File: src/hdl/dsh_pkg.sv
package dsh_pkg;

    // Grid geometry (torus side, power of two)
    localparam int GRID_SIZE = 64;
    localparam int CW        = $clog2(GRID_SIZE);
    localparam int AW        = 2 * CW;
    localparam int SW        = CW + 1;
    localparam int DEPTH     = GRID_SIZE * GRID_SIZE;

    // Data formats
    localparam int HW      = 24;
    localparam int RW      = 16;
    localparam int CFG_W   = 8;
    localparam int FRAC_SH = 8;
    localparam int AMPW    = CFG_W + FRAC_SH;
    localparam int PRODW   = RW + AMPW + 1;
    localparam int OFFW    = PRODW - (RW - 1);
    localparam int NNB     = 4;
    localparam int ACCW    = HW + $clog2(NNB);
    localparam int PHW     = $clog2(NNB);
    localparam int POINT_W = 6;

    // Queue between front and back
    localparam int QDEPTH = 2;
    localparam int QPW    = $clog2(QDEPTH);

    // Configuration port
    localparam int PADDR_W = 3;
    localparam int PDATA_W = 32;
    localparam logic [0:0] REG_SEED = 1'b0;
    localparam logic [0:0] REG_AMP  = 1'b1;
    localparam logic [CFG_W-1:0] SEED_RST = 8'd64;
    localparam logic [CFG_W-1:0] AMP_RST  = 8'd40;

    typedef struct packed {
        logic [NNB-1:0][AW-1:0] nb;
        logic [CW-1:0]          px;
        logic [CW-1:0]          py;
        logic signed [OFFW-1:0] offset;
        logic [HW-1:0]          seed_h;
        logic                   seed;
        logic                   last;
    } t_desc;

endpackage

File: src/hdl/dsh_queue.sv
module dsh_queue import dsh_pkg::*; (
    input  logic  i_clk,
    input  logic  i_rst_n,
    input  logic  i_push,
    input  t_desc i_data,
    input  logic  i_pop,
    output t_desc o_data,
    output logic  o_valid,
    output logic  o_full
);

    t_desc          r_mem [QDEPTH];
    logic [QPW-1:0] r_wptr, r_rptr;
    logic [QPW:0]   r_count;

    assign o_data  = r_mem[r_rptr];
    assign o_valid = (r_count != '0);
    assign o_full  = (r_count == (QPW+1)'(QDEPTH));

    always_ff @(posedge i_clk) begin
        if (i_push) begin
            r_mem[r_wptr] <= i_data;
        end
    end

    always_ff @(posedge i_clk) begin
        if (!i_rst_n) begin
            r_wptr  <= '0;
            r_rptr  <= '0;
            r_count <= '0;
        end else begin
            if (i_push) begin
                r_wptr <= r_wptr + QPW'(1);
            end
            if (i_pop) begin
                r_rptr <= r_rptr + QPW'(1);
            end
            case ({i_push, i_pop})
                2'b10:   r_count <= r_count + (QPW+1)'(1);
                2'b01:   r_count <= r_count - (QPW+1)'(1);
                default: r_count <= r_count;
            endcase
        end
    end

endmodule

File: config.mk
export PLATFORM = sky130hd
export DESIGN_NAME = dsh_queue
export DESIGN_NICKNAME = d
export VERILOG_FILES = /design/src/hdl/dsh_pkg.sv /design/src/hdl/dsh_queue.sv
export SDC_FILE = /design/constraint.sdc
export NUM_CORES = 1
export LEC_CHECK = 0
export BUFFER_PORTS_ARGS = -buffer_cell sky130_fd_sc_hd__buf_4
export CORE_MARGIN = 3
export CORE_UTILIZATION = 52
export DETAILED_ROUTE_END_ITERATION = 16
export GPL_TIMING_DRIVEN = 0
export PLACE_DENSITY = 0.79
export SYNTH_ARGS = -nofsm -noshare
export SYNTH_HDL_FRONTEND = slang
export SYNTH_SLANG_ARGS = --single-unit
File: constraint.sdc
create_clock -name i_clk -period 7.87 [get_ports i_clk]
set_input_delay 1.574 -clock i_clk [delete_from_list [all_inputs] [get_ports i_clk]]
set_output_delay 1.574 -clock i_clk [all_outputs]
set_load 0.01 [all_outputs]
== Word-level counts from Yosys, hierarchy flattened ==
Memories as Yosys holds them, arrays and structs flattened. A register that Yosys moved wholly into a read port is not among the register bits.
Index checks and enable logic that the tools add are counted.
Word-level totals
  output and inout port bits: 106
  RAM bits: 208
  input port bits: 108
  logic and storage cells: 18
  register bits: 4
  memories kept: 1
Cells by class
  equality and inequality tests: 3
  multiplexer cells: 5
  reduce and logical (&&, ||, !) cells: 2
  $add $sub $neg: 4
Memories
  r_mem: words 2, width 104, rd ports 1, clocked after memory_dff 1, write ports 1, line dsh_queue.sv:12  | t_desc r_mem [QDEPTH];
Operators with widths (count)
  $eq 2x2->1 const B: 2
  $mux 1: 4
  $pmux 2 s2: 1
  $reduce_bool 2->1: 2
  $add 1x1->1 const B: 2
  $add 2x1->2 const B: 1
  $eq 2x1->1 const B: 1
  $sub 2x1->2 const B: 1

== Longest topological paths before layout ==
Gate-level depths: netlist (run 1).
  depth after elaboration: 3
  mapped depth: 5
  depth with buffers taken out: 5

== Worst setup path after synthesis (run 1) ==
No wires, ideal clock.
  kind: input to register
  start point: input port i_push
  end point: memory r_mem[0][0] (netlist bit), enable pin
  setup slack: 1.278 ns
  data required time: 7.298 ns
  buffers on the path: 0
  arrival time: 6.020 ns
  stages: 2
  library setup time: 0.572 ns
  cells stage by stage: inv_1 -> nor2_1
On the way
  word-level cells in the longest chain between the ends: 2
Ends and longest elaborated chain
  from (decl): line dsh_queue.sv:4  | input logic i_push,
  $mux 1: line dsh_queue.sv:21  | if (i_push) begin
  $mux 1 (implied by the code): line dsh_queue.sv:22  | r_mem[r_wptr] <= i_data;
  to (decl): line dsh_queue.sv:12
No other way between the ends.

==> results.cfg, run 1 <==
[outcome]
status = finished clean

[yosys]
synth_ff_type = edfxtp_1
syn_inst = 346
synthArstFlopShare_pct = 0
synth-edff-count = 208
avgSynthCellArea_um2 = 23.0
synth-seq-area-share_pct = 79.7
ys_seq_elements = 213
ys_types = 19
syn_area_um2 = 7970
yosys_warnings = 0
syn_nets = 455

[clocking]
cts_resized = 0
tritoncts = built
cts-root-buf = clkbuf_16
numCtsBuffers = 22
cts_buffer_depth = 3
clk_latency_ns = 0.49
cts_setup_buffers = 0
ctsHoldBuffers = 0
clk_pin_slew_ns = 0.06
clock-sinks = 213
cts_max_level = 1

[global_route]
met3_usage_pct = 6.34
track_usage_pct = 16.7
antenna_found_initial = 0
grt_pass1_wl_um = 21800
grt_util_met2_pct = 29.0
grtUsageMet1_pct = 19.9
grt_pass1_vias = 4263
gr-total-overflow = 0
grt_max_degree = 61
top_usage_layer = met2

[sta]
clock.fmax_mhz = 296
hold_violations = 0
worst_pin_slew_ns = 0.670
rsz0062_at_grt = false
period_share_pct = 43.0
final_max_slew_viol_count = 0
period_minus_slack_ns = 3.38
final-setup-viol-count = 0
slew_headroom_pct = 55.2
clock_skew_ns = 0.00649
whs_ns = 0.515

[placement]
placed_area_um2 = 9890
hpwl_um = 10100
io_buffer_count = 213
gp_congestion = 0.724
placed_cells = 747

[setup_path]
cp-end-kind = primary output
worstPathMaxFanout = 10
r2r_slack_ns = 6.13
critPathKind = register to primary output
arrival_ns = 1.81
startpoint_type = register
cp_data_required_time_ns = 6.30

[cells_and_area]
instances_no_fill = 782
most-common-layout-cells = 213 x buf_4, 208 x edfxtp_1, 60 x mux2_4
antennaDiodeCount = 0
design_area_um2 = 10500
layout-drive-gt1-share_pct = 60.9
mostFrequentLayoutCell = buf_4
syn_to_final_growth_pct = 32.4
fin_nets = 696

[routing]
post_drt_via_cell_ratio = 5.06
drtAntennaViolNets = 0
drtIter0Drc = 172
totalWireLength_um = 14700
drtPass1Iterations = 4
drc_errors = 0
wire_per_inst_um = 18.7
vias = 3956

[die]
start_util_pct = 54.0
row_count = 44
coreArea_um2 = 14800
ioPinCount = 214
die_y_um = 130
die_area_um2 = 16800
dieWidth_um = 130

[flow_run]
max-cap-violations = 0

[power_and_ir_drop]
powerDensity_nw_per_um2 = 247
peakVddDrop_mv = 0.227
p_leak_nw = 4.11

[min_path]
hp-class = register to register
## report_power, final
group,internal [mW],switching [mW]
clock network,0.560,0.378
registers,1.31,0.0151
logic,0.192,0.143
total,2.06,0.536
## area by class of cell
cell class	count	area (µm²)
flip-flops and latches	213	6350
fillers	905	4210
repair buffers	217	1690
multi-input cells	120	1520
clock buffers	28	594
well taps	184	230
plain buffers	12	104
clock inverters	7	56.3
inverters	1	3.75
## per-stage QoR
step	TNS, ns	worst slack (ns)	util (%)	power, mW
4_1_cts	0	4.44	71.5	2.63
5_1_grt	0	4.40	71.5	2.70
2_1_floorplan	0	1.28	-	1.52
3_3_place_gp	-104.27	-1.00	66.4	1.68
6_report	0	4.49	71.5	2.60
3_5_place_dp	0	4.73	67.0	1.69
## Yosys cell counts, drive strengths merged (2+ instances only)
master  instances  share of area (%)
and2            4               0.31
buf            12                1.3
dfxtp           5                1.3
edfxtp        208                 78
mux2          104                 18
xnor2           2               0.22
## worst max-delay path, cell delays in order (launching register included)
cell and delay (ns):
dfxtp_1 0.30, buf_2 0.15, buf_6 0.20, buf_6 0.21
mux2_4 0.31, buf_4 0.15
## routing by layer
layer	part of all wire, %	vias to the layer above
li1	-	1848
met3	9.9	29
met2	49	167
met5	0	-
met4	2.1	0
met1	39	1912
## flip-flops by register name (all words and copies together) (netlist names), named ones only
name	cells
r_mem	208
r_count	2
r_rptr	1
r_wptr	1
## path summary, 6_finish.rpt
check | start | endpoint | cells after the start
setup reg to reg | r_wptr | r_mem[0][91] | 3
hold reg to reg | r_count[1] | r_count[1] | 2
hold / removal | r_count[1] | r_count[1] | 2
setup / recovery | register | o_data[39] | 5
## cells by family (layout without fill, tap and decap cells)
group,Yosys count,in the layout,synth area share (%)
xor+xnor,3,3,0.330
flops,213,213,79.7
fa+ha+maj,1,1,0.157
buf+inv,13,265,1.35
simple gates,9,9,0.707
compound gates,3,3,0.251
mux,104,104,17.5
Power figures use the tool's default switching activity.
==> run 2, diff against run 1 <==
==> constraint.sdc (replaced) <==
create_clock -name i_clk -period 3.4 [get_ports i_clk]
set_input_delay 0.68 -clock i_clk [delete_from_list [all_inputs] [get_ports i_clk]]
set_output_delay 0.68 -clock i_clk [all_outputs]
set_load 0.01 [all_outputs]
==> run 2 against run 1 <==
Die area is the same. Flip-flop and latch count is the same. Non-clock buffer count is the same. Critical path type unchanged.
==> results.cfg, run 2 (synthesis gave the netlist of run 1 again) <==
[outcome]
status = finished clean

[power_and_ir_drop]
internal-power_mw = 4.86
p_switching_mw = 1.26
p_sw_share_pct = 20.6
p_comb_share_pct = 12.7
powerDensity_nw_per_um2 = 579
seqPwrFrac_pct = 50.1
clkPwrFrac_pct = 37.2
p_leak_nw = 4.13
peakVddDrop_mv = 0.436
power.total_mw = 6.12

[cells_and_area]
fillerInstances = 918
design_area_um2 = 10600
multiInputGateArea_um2 = 1520
antennaDiodeCount = 0
seq_area_um2 = 6350
syn_to_final_growth_pct = 32.8
fin_nets = 696
top_register = r_mem
largestRegisters = r_mem: 208 flops, r_count: 2 flops
layout-drive-gt1-share_pct = 60.6
most-common-layout-cells = 213 x buf_4, 208 x edfxtp_1, 60 x mux2_4
largest_reg_flops = 208
mostFrequentLayoutCell = buf_4

[global_route]
gr-total-overflow = 0
track_usage_pct = 16.5
grt_pass1_vias = 4192
grt_pass1_wl_um = 21600
grt_max_degree = 65
antenna_found_initial = 0

[placement]
io_buffer_count = 213
dp_slack_ns = 1.15
hpwl_um = 9960
gp_congestion = 0.702
placed_area_um2 = 9880

[setup_path]
r2r_slack_ns = 1.57
rr_worst_depth = 2
critPathKind = register to primary output
startpoint_type = register
cpMostUsedCell = buf_6
path_cells = buf_2 -> buf_6 -> buf_6 -> mux2_4 -> buf_4
worstPathMaxFanout = 10
cp-end-kind = primary output
cp_data_required_time_ns = 2.72
critPathSlowestCell = mux2_4
crit_path_end = o_data[43]
regToRegEndpoint = r_mem[1][76]
arrival_ns = 1.81
critPathMaxStageDelay_ns = 0.32
cp.depth = 5
crit_buf_inv = 4
critPathTopFamily = buffers and inverters
r2r-start = r_wptr

[sta]
clock.fmax_mhz = 402
tns_ns = 0
final_max_slew_viol_count = 0
rsz0062_at_grt = false
slew_headroom_pct = 39.5
period_share_pct = 73.2
setup_ws_ns = 0.911
whs_ns = 0.379
period_minus_slack_ns = 2.49
worst_pin_slew_ns = 0.907
clock_skew_ns = 0.00667
hold_violations = 0
final-setup-viol-count = 0

[die]
row_count = 44
ioPinCount = 214
die_y_um = 130
die_area_um2 = 16800
coreArea_um2 = 14800
start_util_pct = 54.0
dieWidth_um = 130

[routing]
met2_length_um = 7280
wire_per_inst_um = 18.6
drtAntennaViolNets = 0
wl_met1_um = 5590
totalWireLength_um = 14600
post_drt_via_cell_ratio = 5.09
routed.top_layer = met4
drtPass1Iterations = 4
wl_met3_um = 1600
drc_errors = 0
vias = 4000
drtIter0Drc = 164

[clocking]
clk_pin_slew_ns = 0.06
clock-sinks = 213
cts_setup_buffers = 0
cts_buffer_depth = 3
numCtsBuffers = 22
cts_resized = 0
cts-root-buf = clkbuf_16
ctsHoldBuffers = 0
clk_latency_ns = 0.48
tritoncts = built
cts_max_level = 1

[flow_run]
max-cap-violations = 0

[min_path]
hp-class = input port to register
-- run 2: changes by cell type in the layout (fill, tap and decap cells not counted) --
| cell | change |
|---|---|
| buf_12 | +1 |
| buf_16 | -1 |
| bufinv_16 | +1 |
| clkinv_1 | +3 |
-- run 2: final cells by class --
class / instances / area share (%)
flip-flops and latches: 213 / 60.0
repair buffers: 217 / 15.9
multi-input cells: 120 / 14.4
clock buffers: 28 / 5.62
well taps: 184 / 2.18
plain buffers: 12 / 0.982
clock inverters: 11 / 0.923
inverters: 1 / 0.0355
-- run 2: per-layer routing --
| metal | global-route usage [%] | vias to the layer above |
|---|---|---|
| met3 | 6.43 | 15 |
| met5 | 0 | - |
| met4 | 3.55 | 0 |
| li1 | - | 1854 |
| met2 | 27.8 | 172 |
| met1 | 20.6 | 1959 |
-- run 2: worst min path at each step --
| stage | to | slack (ns) | startpoint | depth (start not counted) |
|---|---|---|---|---|
| after floorplan | r_count[1] | 0.46 | r_count[1] | 2 |
| after global placement | r_count[1] | 0.47 | r_count[1] | 2 |
| after detailed placement | r_count[1] | 0.50 | r_count[1] | 2 |
| after CTS | r_mem[0][62] | 0.36 | i_data[62] | 1 |
| after global routing | r_mem[0][57] | 0.35 | i_data[57] | 1 |
| final | r_mem[0][62] | 0.38 | i_data[62] | 1 |
-- run 2: per-stage QoR --
stage | util, % | instances
2_1_floorplan | - | 346
6_report | 71.7 | 786
3_3_place_gp | 66.4 | 743
3_5_place_dp | 67.0 | 747
4_1_cts | 71.7 | 786
5_1_grt | 71.7 | 786
-- run 2: power by group through the flow --
stage	logic [mW]	clock network (mW)	registers, mW
floorplan	0.400	0	3.12
global placement	0.755	0	3.12
detailed placement	0.785	0	3.13
CTS	0.789	2.33	3.07
global route	0.831	2.45	3.08
finish	0.777	2.28	3.07
