--- src/hdl/dsh_pkg.sv ---
package dsh_pkg;

    // Grid geometry (torus side, power of two)
    localparam int GRID_SIZE = 64;
    localparam int CW        = $clog2(GRID_SIZE);
    localparam int AW        = 2 * CW;
    localparam int SW        = CW + 1;
    localparam int DEPTH     = GRID_SIZE * GRID_SIZE;

    // Data formats
    localparam int HW      = 24;
    localparam int RW      = 16;
    localparam int CFG_W   = 8;
    localparam int FRAC_SH = 8;
    localparam int AMPW    = CFG_W + FRAC_SH;
    localparam int PRODW   = RW + AMPW + 1;
    localparam int OFFW    = PRODW - (RW - 1);
    localparam int NNB     = 4;
    localparam int ACCW    = HW + $clog2(NNB);
    localparam int PHW     = $clog2(NNB);
    localparam int POINT_W = 6;

    // Queue between front and back
    localparam int QDEPTH = 2;
    localparam int QPW    = $clog2(QDEPTH);

    // Configuration port
    localparam int PADDR_W = 3;
    localparam int PDATA_W = 32;
    localparam logic [0:0] REG_SEED = 1'b0;
    localparam logic [0:0] REG_AMP  = 1'b1;
    localparam logic [CFG_W-1:0] SEED_RST = 8'd64;
    localparam logic [CFG_W-1:0] AMP_RST  = 8'd40;

    typedef struct packed {
        logic [NNB-1:0][AW-1:0] nb;
        logic [CW-1:0]          px;
        logic [CW-1:0]          py;
        logic signed [OFFW-1:0] offset;
        logic [HW-1:0]          seed_h;
        logic                   seed;
        logic                   last;
    } t_desc;

endpackage

--- src/hdl/dsh_front.sv ---
module dsh_front import dsh_pkg::*; (
    input  logic                  i_clk,
    input  logic                  i_rst_n,
    input  logic                  i_take,
    input  logic signed [RW-1:0]  i_rand_fraction,
    input  logic [CFG_W-1:0]      i_corner_seed,
    input  logic [CFG_W-1:0]      i_init_amp,
    output t_desc                 o_desc
);

    logic [SW-1:0]   r_side, n_side;
    logic [AMPW-1:0] r_amp, n_amp;
    logic [CW-1:0]   r_col, n_col;
    logic [CW-1:0]   r_row, n_row;
    logic            r_diam, n_diam;
    logic            r_seeded, n_seeded;

    logic [SW-1:0]   side, half, row_sum, col_sum;
    logic [CW-1:0]   col, row, side_c, half_c, px, py;
    logic [AMPW-1:0] amp;
    logic            diam, last;
    logic signed [PRODW-1:0] prod;

    function automatic logic [AW-1:0] cell_addr(input logic [CW-1:0] x, input logic [CW-1:0] y);
        return {y, x};
    endfunction

    always_comb begin
        // a fresh generation starts from the top pass
        if (r_seeded) begin
            side = r_side;
            amp  = r_amp;
            col  = r_col;
            row  = r_row;
            diam = r_diam;
        end else begin
            side = SW'(GRID_SIZE);
            amp  = {i_init_amp, {FRAC_SH{1'b0}}};
            col  = '0;
            row  = '0;
            diam = 1'b0;
        end
        half   = side >> 1;
        side_c = side[CW-1:0];
        half_c = half[CW-1:0];

        if (!diam) begin
            px = col + half_c;
            py = row + half_c;
            o_desc.nb[0] = cell_addr(col, row);
            o_desc.nb[1] = cell_addr(col + side_c, row);
            o_desc.nb[2] = cell_addr(col, row + side_c);
            o_desc.nb[3] = cell_addr(col + side_c, row + side_c);
        end else begin
            px = col;
            py = row;
            o_desc.nb[0] = cell_addr(col - half_c, row);
            o_desc.nb[1] = cell_addr(col + half_c, row);
            o_desc.nb[2] = cell_addr(col, row + half_c);
            o_desc.nb[3] = cell_addr(col, row - half_c);
        end

        prod = $signed(i_rand_fraction) * $signed({1'b0, amp});

        // advance the scan
        row_sum  = {1'b0, row} + side;
        col_sum  = {1'b0, col} + (diam ? half : side);
        n_side   = side;
        n_amp    = amp;
        n_col    = col;
        n_row    = row;
        n_diam   = diam;
        n_seeded = 1'b1;
        last     = 1'b0;
        if (row_sum >= SW'(GRID_SIZE)) begin
            if (col_sum >= SW'(GRID_SIZE)) begin
                n_col = '0;
                if (!diam) begin
                    n_diam = 1'b1;
                    n_row  = half_c;
                end else begin
                    n_side = side >> 1;
                    n_amp  = amp >> 1;
                    n_diam = 1'b0;
                    n_row  = '0;
                    if (n_side < SW'(2)) begin
                        last     = 1'b1;
                        n_seeded = 1'b0;
                    end
                end
            end else begin
                n_col = col_sum[CW-1:0];
                n_row = diam ? ((col_sum[CW-1:0] + half_c) & (side_c - CW'(1))) : '0;
            end
        end else begin
            n_row = row_sum[CW-1:0];
        end

        o_desc.px     = px;
        o_desc.py     = py;
        o_desc.offset = prod[PRODW-1:RW-1];
        o_desc.seed_h = HW'({i_corner_seed, {FRAC_SH{1'b0}}});
        o_desc.seed   = !r_seeded;
        o_desc.last   = last;
    end

    always_ff @(posedge i_clk) begin
        if (!i_rst_n) begin
            r_side   <= SW'(GRID_SIZE);
            r_amp    <= {AMP_RST, {FRAC_SH{1'b0}}};
            r_col    <= '0;
            r_row    <= '0;
            r_diam   <= 1'b0;
            r_seeded <= 1'b0;
        end else if (i_take) begin
            r_side   <= n_side;
            r_amp    <= n_amp;
            r_col    <= n_col;
            r_row    <= n_row;
            r_diam   <= n_diam;
            r_seeded <= n_seeded;
        end
    end

endmodule

--- config.mk ---
export PLATFORM = sky130hd
export DESIGN_NAME = dsh_front
export DESIGN_NICKNAME = d
export VERILOG_FILES = /design/src/hdl/dsh_pkg.sv /design/src/hdl/dsh_front.sv
export SDC_FILE = /design/constraint.sdc
export NUM_CORES = 1
export LEC_CHECK = 0
export BUFFER_PORTS_ARGS = -buffer_cell sky130_fd_sc_hd__buf_2
export CAP_MARGIN = 20
export CELL_PAD_IN_SITES_DETAIL_PLACEMENT = 0
export CELL_PAD_IN_SITES_GLOBAL_PLACEMENT = 1
export CORE_MARGIN = 5
export CORE_UTILIZATION = 40
export CTS_CLUSTER_SIZE = 10
export DETAILED_ROUTE_END_ITERATION = 16
export PLACE_DENSITY_LB_ADDON = 0.1
export SLEW_MARGIN = 30
export SYNTH_ARGS = -nofsm -noshare
export SYNTH_HDL_FRONTEND = slang
export SYNTH_SLANG_ARGS = --single-unit
--- constraint.sdc ---
create_clock -name i_clk -period 11.45 [get_ports i_clk]
set_input_delay 0.5725 -clock i_clk [delete_from_list [all_inputs] [get_ports i_clk]]
set_output_delay 0.5725 -clock i_clk [all_outputs]
set_load 0.05 [all_outputs]
# Word-level counts from Yosys, hierarchy flattened
# Index checks and enable logic that the tools add are counted.
# word_totals
in_bits	35
register_bits	37
# op_classes
reduce_logical	1
n_mux	31
n_bitwise	1
add_sub_neg	10
mul	1
order_cmp	3
# op_table
cell	n
16-bit two-way mux	4
6-bit two-way mux	10
48-bit two-way mux	1
16-bit by 17-bit multiplier with 33-bit output	1
6-bit adder	5
7-bit two-way mux	4
6-bit by 7-bit adder with 7-bit output	2
7-bit >= comparator, second input constant	2
1-bit two-way mux	12
6-bit subtractor	2
6-bit AND	1
6-bit by 2-bit < comparator with 1-bit output, second input constant	1
6-bit by 1-bit subtractor with 6-bit output, second input constant	1
1-bit zero test	1

# Depth between registers and ports, before layout
# depth
depth_word	8
depth_mapped	26

# Worst setup path after synthesis
# Ideal clock, no wire load.
# synth_timing
path_kind	register -> output
startpoint	reg r_seeded
endpoint	out o_desc[37] in the netlist's numbering
path_slack_ns	3.873
arrival_ns	7.005
path_stages_with_launch	25
n_path_buf	5
cell_sequence	dfxtp_1 -> buf_2 -> buf_2 -> buf_1 -> and2_1 -> clkbuf_1 -> nand2_1 -> fa_1 -> inv_1 -> fa_1 -> fa_1 -> fa_1 -> fa_1 -> inv_1 -> fa_1 -> inv_1 -> ha_1 -> clkbuf_1 -> and3_1 -> o211a_1 -> o31ai_1 -> a31o_1 -> o21ai_1 -> a41oi_1 -> xnor2_1
# synth_rtl
item	line_no	source
from (decl)	dsh_front.sv:16	logic r_seeded, n_seeded;
from (signal assigned)	dsh_front.sv:121	r_seeded <= n_seeded;
to (decl)	dsh_front.sv:8	output t_desc o_desc

==> impl_metrics.json <==
{
  "startpoint_type": "flip-flop",
  "core_um2": 32600,
  "postCtsSetupRepairBufs": 0,
  "period_share": 0.705,
  "vias": 10600,
  "gp_congestion": 0.874,
  "p_leak_nw": 7.49,
  "numCtsBuffers": 5,
  "max_freq_ghz": 0.124,
  "cts_max_path_buffers": 2,
  "slew_violations": 0,
  "post-synth-top-area-cell": "fa_1",
  "critPathRequiredTime_ns": 10.88,
  "ant_nets": 0,
  "maxCapViolations": 0,
  "synth_cells": 1605,
  "die_area_um2": 36900,
  "critPathCapture": "o_desc[43]",
  "fillCellCount": 3373,
  "cts_sinks": 37,
  "fp.dieH_um": 192,
  "antenna_found_initial": 0,
  "routed_wl_um": 36600,
  "cts_resized": 0,
  "drc": 0,
  "async_reset_ff_frac": 0,
  "synth_compound_area_frac": 0.119,
  "synth_flop_cell": "dfxtp_1",
  "root_buffer": "clkbuf_16",
  "worstMarginPinSlew_ns": 0.916,
  "place.port_buffers": 106,
  "yosysMostFrequentCell": "inv_1",
  "synth_warnings": 0,
  "synth_fa_ha_area_frac": 0.457,
  "grt_max_degree": 69,
  "drive_gt1_frac": 0.0942,
  "startpoint": "r_seeded$_SDFFE_PN0P_",
  "timing.final.setup_violations": 0,
  "critPathMaxFanout": 53,
  "fin_cells": 2066,
  "synth_edf_count": 0,
  "path_clk_slew_ns": 0.07,
  "synth.area.top_cells": "fa_1 (30%), ha_1 (15%), inv_1 (7.9%), nand2_1 (5.8%), dfxtp_1 (5.6%)",
  "status": "finished, final reports clean",
  "synth_top_family_by_area": "adder cells",
  "crit_type": "flip-flop to output port",
  "finalHoldViolCount": 0,
  "rr_worst_depth": 17,
  "drtPass1Iterations": 5,
  "area_growth_syn_to_layout_pct": 6.02,
  "clkLatencyLatePin_ns": 0.29,
  "slew_headroom": 0.389,
  "ys_ff_latch": 37,
  "hpwl_um": 30600,
  "diodes": 0,
  "dp.cells": 2058,
  "grt_pass1_wl_um": 60000,
  "h-tree-depth": 2,
  "skew_ns": 0.00910,
  "yosys.area.top_type_share": 0.304,
  "synth_mux_area_frac": 0.0285,
  "cp.arrival_ns": 7.51,
  "stdcell_area_um2": 14000,
  "hold_buffers": 0,
  "first_iter_violations": 496,
  "yosysUniqueCellTypes": 78,
  "setup-tns-final_ns": 0,
  "end_kind": "output port",
  "multi_input_area_um2": 10900,
  "initial_core_util": 0.406,
  "p_per_area_nw_per_um2": 223,
  "grt_pass1_vias": 10900,
  "yosys.area_share.simple": 0.179,
  "preCtsSetupSlack_ns": 3.73,
  "grt_usage": 0.203,
  "avgSynthCellArea_um2": 8.25,
  "hp-class": "flip-flop to flip-flop",
  "synth_xor_area_frac": 0.0376,
  "r2r-start": "r_seeded$_SDFFE_PN0P_",
  "fin_crit_ns": 8.08,
  "cts_tree": "built",
  "min_from": "r_amp[8]$_SDFFE_PN0P_",
  "seqCellArea_um2": 744,
  "setup_slack_ns": 3.37,
  "worstReg2RegEnd": "r_row[5]$_SDFFE_PN0P_",
  "post_dp_cell_area_um2": 13800,
  "via_per_inst": 5.15,
  "layout.nets": 2021,
  "rsz0062_at_grt": "no",
  "synth_common_cells": "inv_1 (279), nand2_1 (206), fa_1 (201)",
  "grt_overflow": 0,
  "synthesis.area_um2": 13200,
  "io_pins": 139,
  "rows": 66,
  "wl_per_cell_um": 17.7,
  "irDropWorstVdd_v": 0.000766,
  "r2r_slack_ns": 6.59,
  "die_x_um": 192,
  "yosysSeqAreaShare": 0.0559
}
==> per-layer routing <==
metal / share of wire / routed length (um) / global-route usage / vias up
met5: 0 / 0 / 0 / -
met4: 0.0091 / 334 / 0.0217 / 0
met3: 0.035 / 1270 / 0.0142 / 18
met2: 0.47 / 17300 / 0.333 / 206
met1: 0.48 / 17700 / 0.304 / 5288
li1: - / - / - / 5132
==> sequential cells by signal, indices dropped and copies added (netlist names) <==
signal,cells
r_amp,16
r_col,6
r_diam,1
r_row,6
r_seeded,1
r_side,7
==> how the worst min path moves through the flow <==
stage                              to  slack [ns]  depth (start not counted)
4_1_cts         r_amp[8]$_SDFFE_PN0P_        0.47                          2
3_3_place_gp    r_amp[8]$_SDFFE_PN0P_        0.45                          2
3_5_place_dp    r_amp[8]$_SDFFE_PN0P_        0.46                          2
6_report        r_amp[8]$_SDFFE_PN0P_        0.46                          2
2_1_floorplan  r_side[0]$_SDFFE_PN0P_        0.44                          2
5_1_grt        r_side[0]$_SDFFE_PN0P_        0.49                          2
==> worst max-delay path, cell delays in order, from the launching register on <==
cell and delay (ns):
dfxtp_4 0.70, mux2_2 0.53, and2_1 0.23, fa_1 0.53, inv_1 0.05, fa_1 0.46, fa_1 0.52, inv_1 0.06
fa_1 0.55, fa_1 0.43, fa_1 0.45, ha_1 0.39, a21oi_1 0.37, o2111ai_1 0.19, a31oi_1 0.39, o31ai_2 0.20
a21oi_1 0.49, o211ai_1 0.19, xnor2_1 0.17, buf_2 0.28
==> cell usage in the layout, fill, tap and decap left out, types with 5 or more instances in the layout <==
master / netlist / layout
inv_1: 279 / 279
a21oi_1: 74 / 74
and2_1: 72 / 72
nand4_1: 6 / 6
and3_1: 65 / 65
nand2_1: 206 / 205
conb_1: 1 / 16
o21ai_0: 41 / 41
o211ai_1: 16 / 16
a31oi_1: 10 / 10
a21boi_1: 8 / 8
nor2_1: 56 / 56
ha_1: 162 / 162
o21bai_1: 14 / 14
a21o_1: 12 / 12
a211oi_1: 8 / 8
a32oi_1: 10 / 10
clkbuf_16: 0 / 5
xor2_1: 16 / 16
nand3_1: 20 / 20
fa_1: 201 / 201
dfxtp_1: 37 / 36
nor2b_1: 15 / 15
nor3_1: 6 / 6
nand2b_1: 10 / 10
o2bb2ai_1: 6 / 6
mux2_2: 9 / 9
buf_2: 4 / 106
o21ai_1: 6 / 6
xnor2_1: 39 / 39
mux2i_1: 22 / 22
==> where the power goes <==
group	leakage, nW	internal (mW)	total [mW]	switching (mW)
Combinational	7.09	0.829	2.80	1.97
Clock	0.0944	0.126	0.189	0.0633
Sequential	0.302	0.132	0.140	0.00782
Total	7.49	1.09	3.13	2.04
==> metrics by stage <==
| step | total power, mW | utilization | hold slack [ns] |
|---|---|---|---|
| 3_5_place_dp | 2.96 | 0.425 | 0.461 |
| 4_1_cts | 3.17 | 0.430 | 0.469 |
| 3_3_place_gp | 2.97 | 0.425 | 0.453 |
| 2_1_floorplan | 2.28 | - | 0.437 |
| 6_report | 3.13 | 0.431 | 0.465 |
| 5_1_grt | 3.41 | 0.431 | 0.488 |
==> kinds of logic after synthesis <==
| logic type | Yosys count |
|---|---|
| and+or+nand+nor | 479 |
| muxes | 34 |
| other | 1 |
| DFF | 37 |
| AOI/OAI and AO/OA | 241 |
| adders and majority gates | 363 |
| xor gates and xnor gates | 56 |
| buffers and inverters | 394 |
==> final cells by class <==
class                           count  share of cell area
Clock buffer                        5             0.00891
Clock inverter                      3             0.00490
Inverter                          280              0.0748
Multi-Input combinational cell   1189               0.779
Sequential cell                    37              0.0530
Tap cell                          442              0.0394
Timing Repair Buffer              110              0.0399
(Power assumes the default switching activity.)
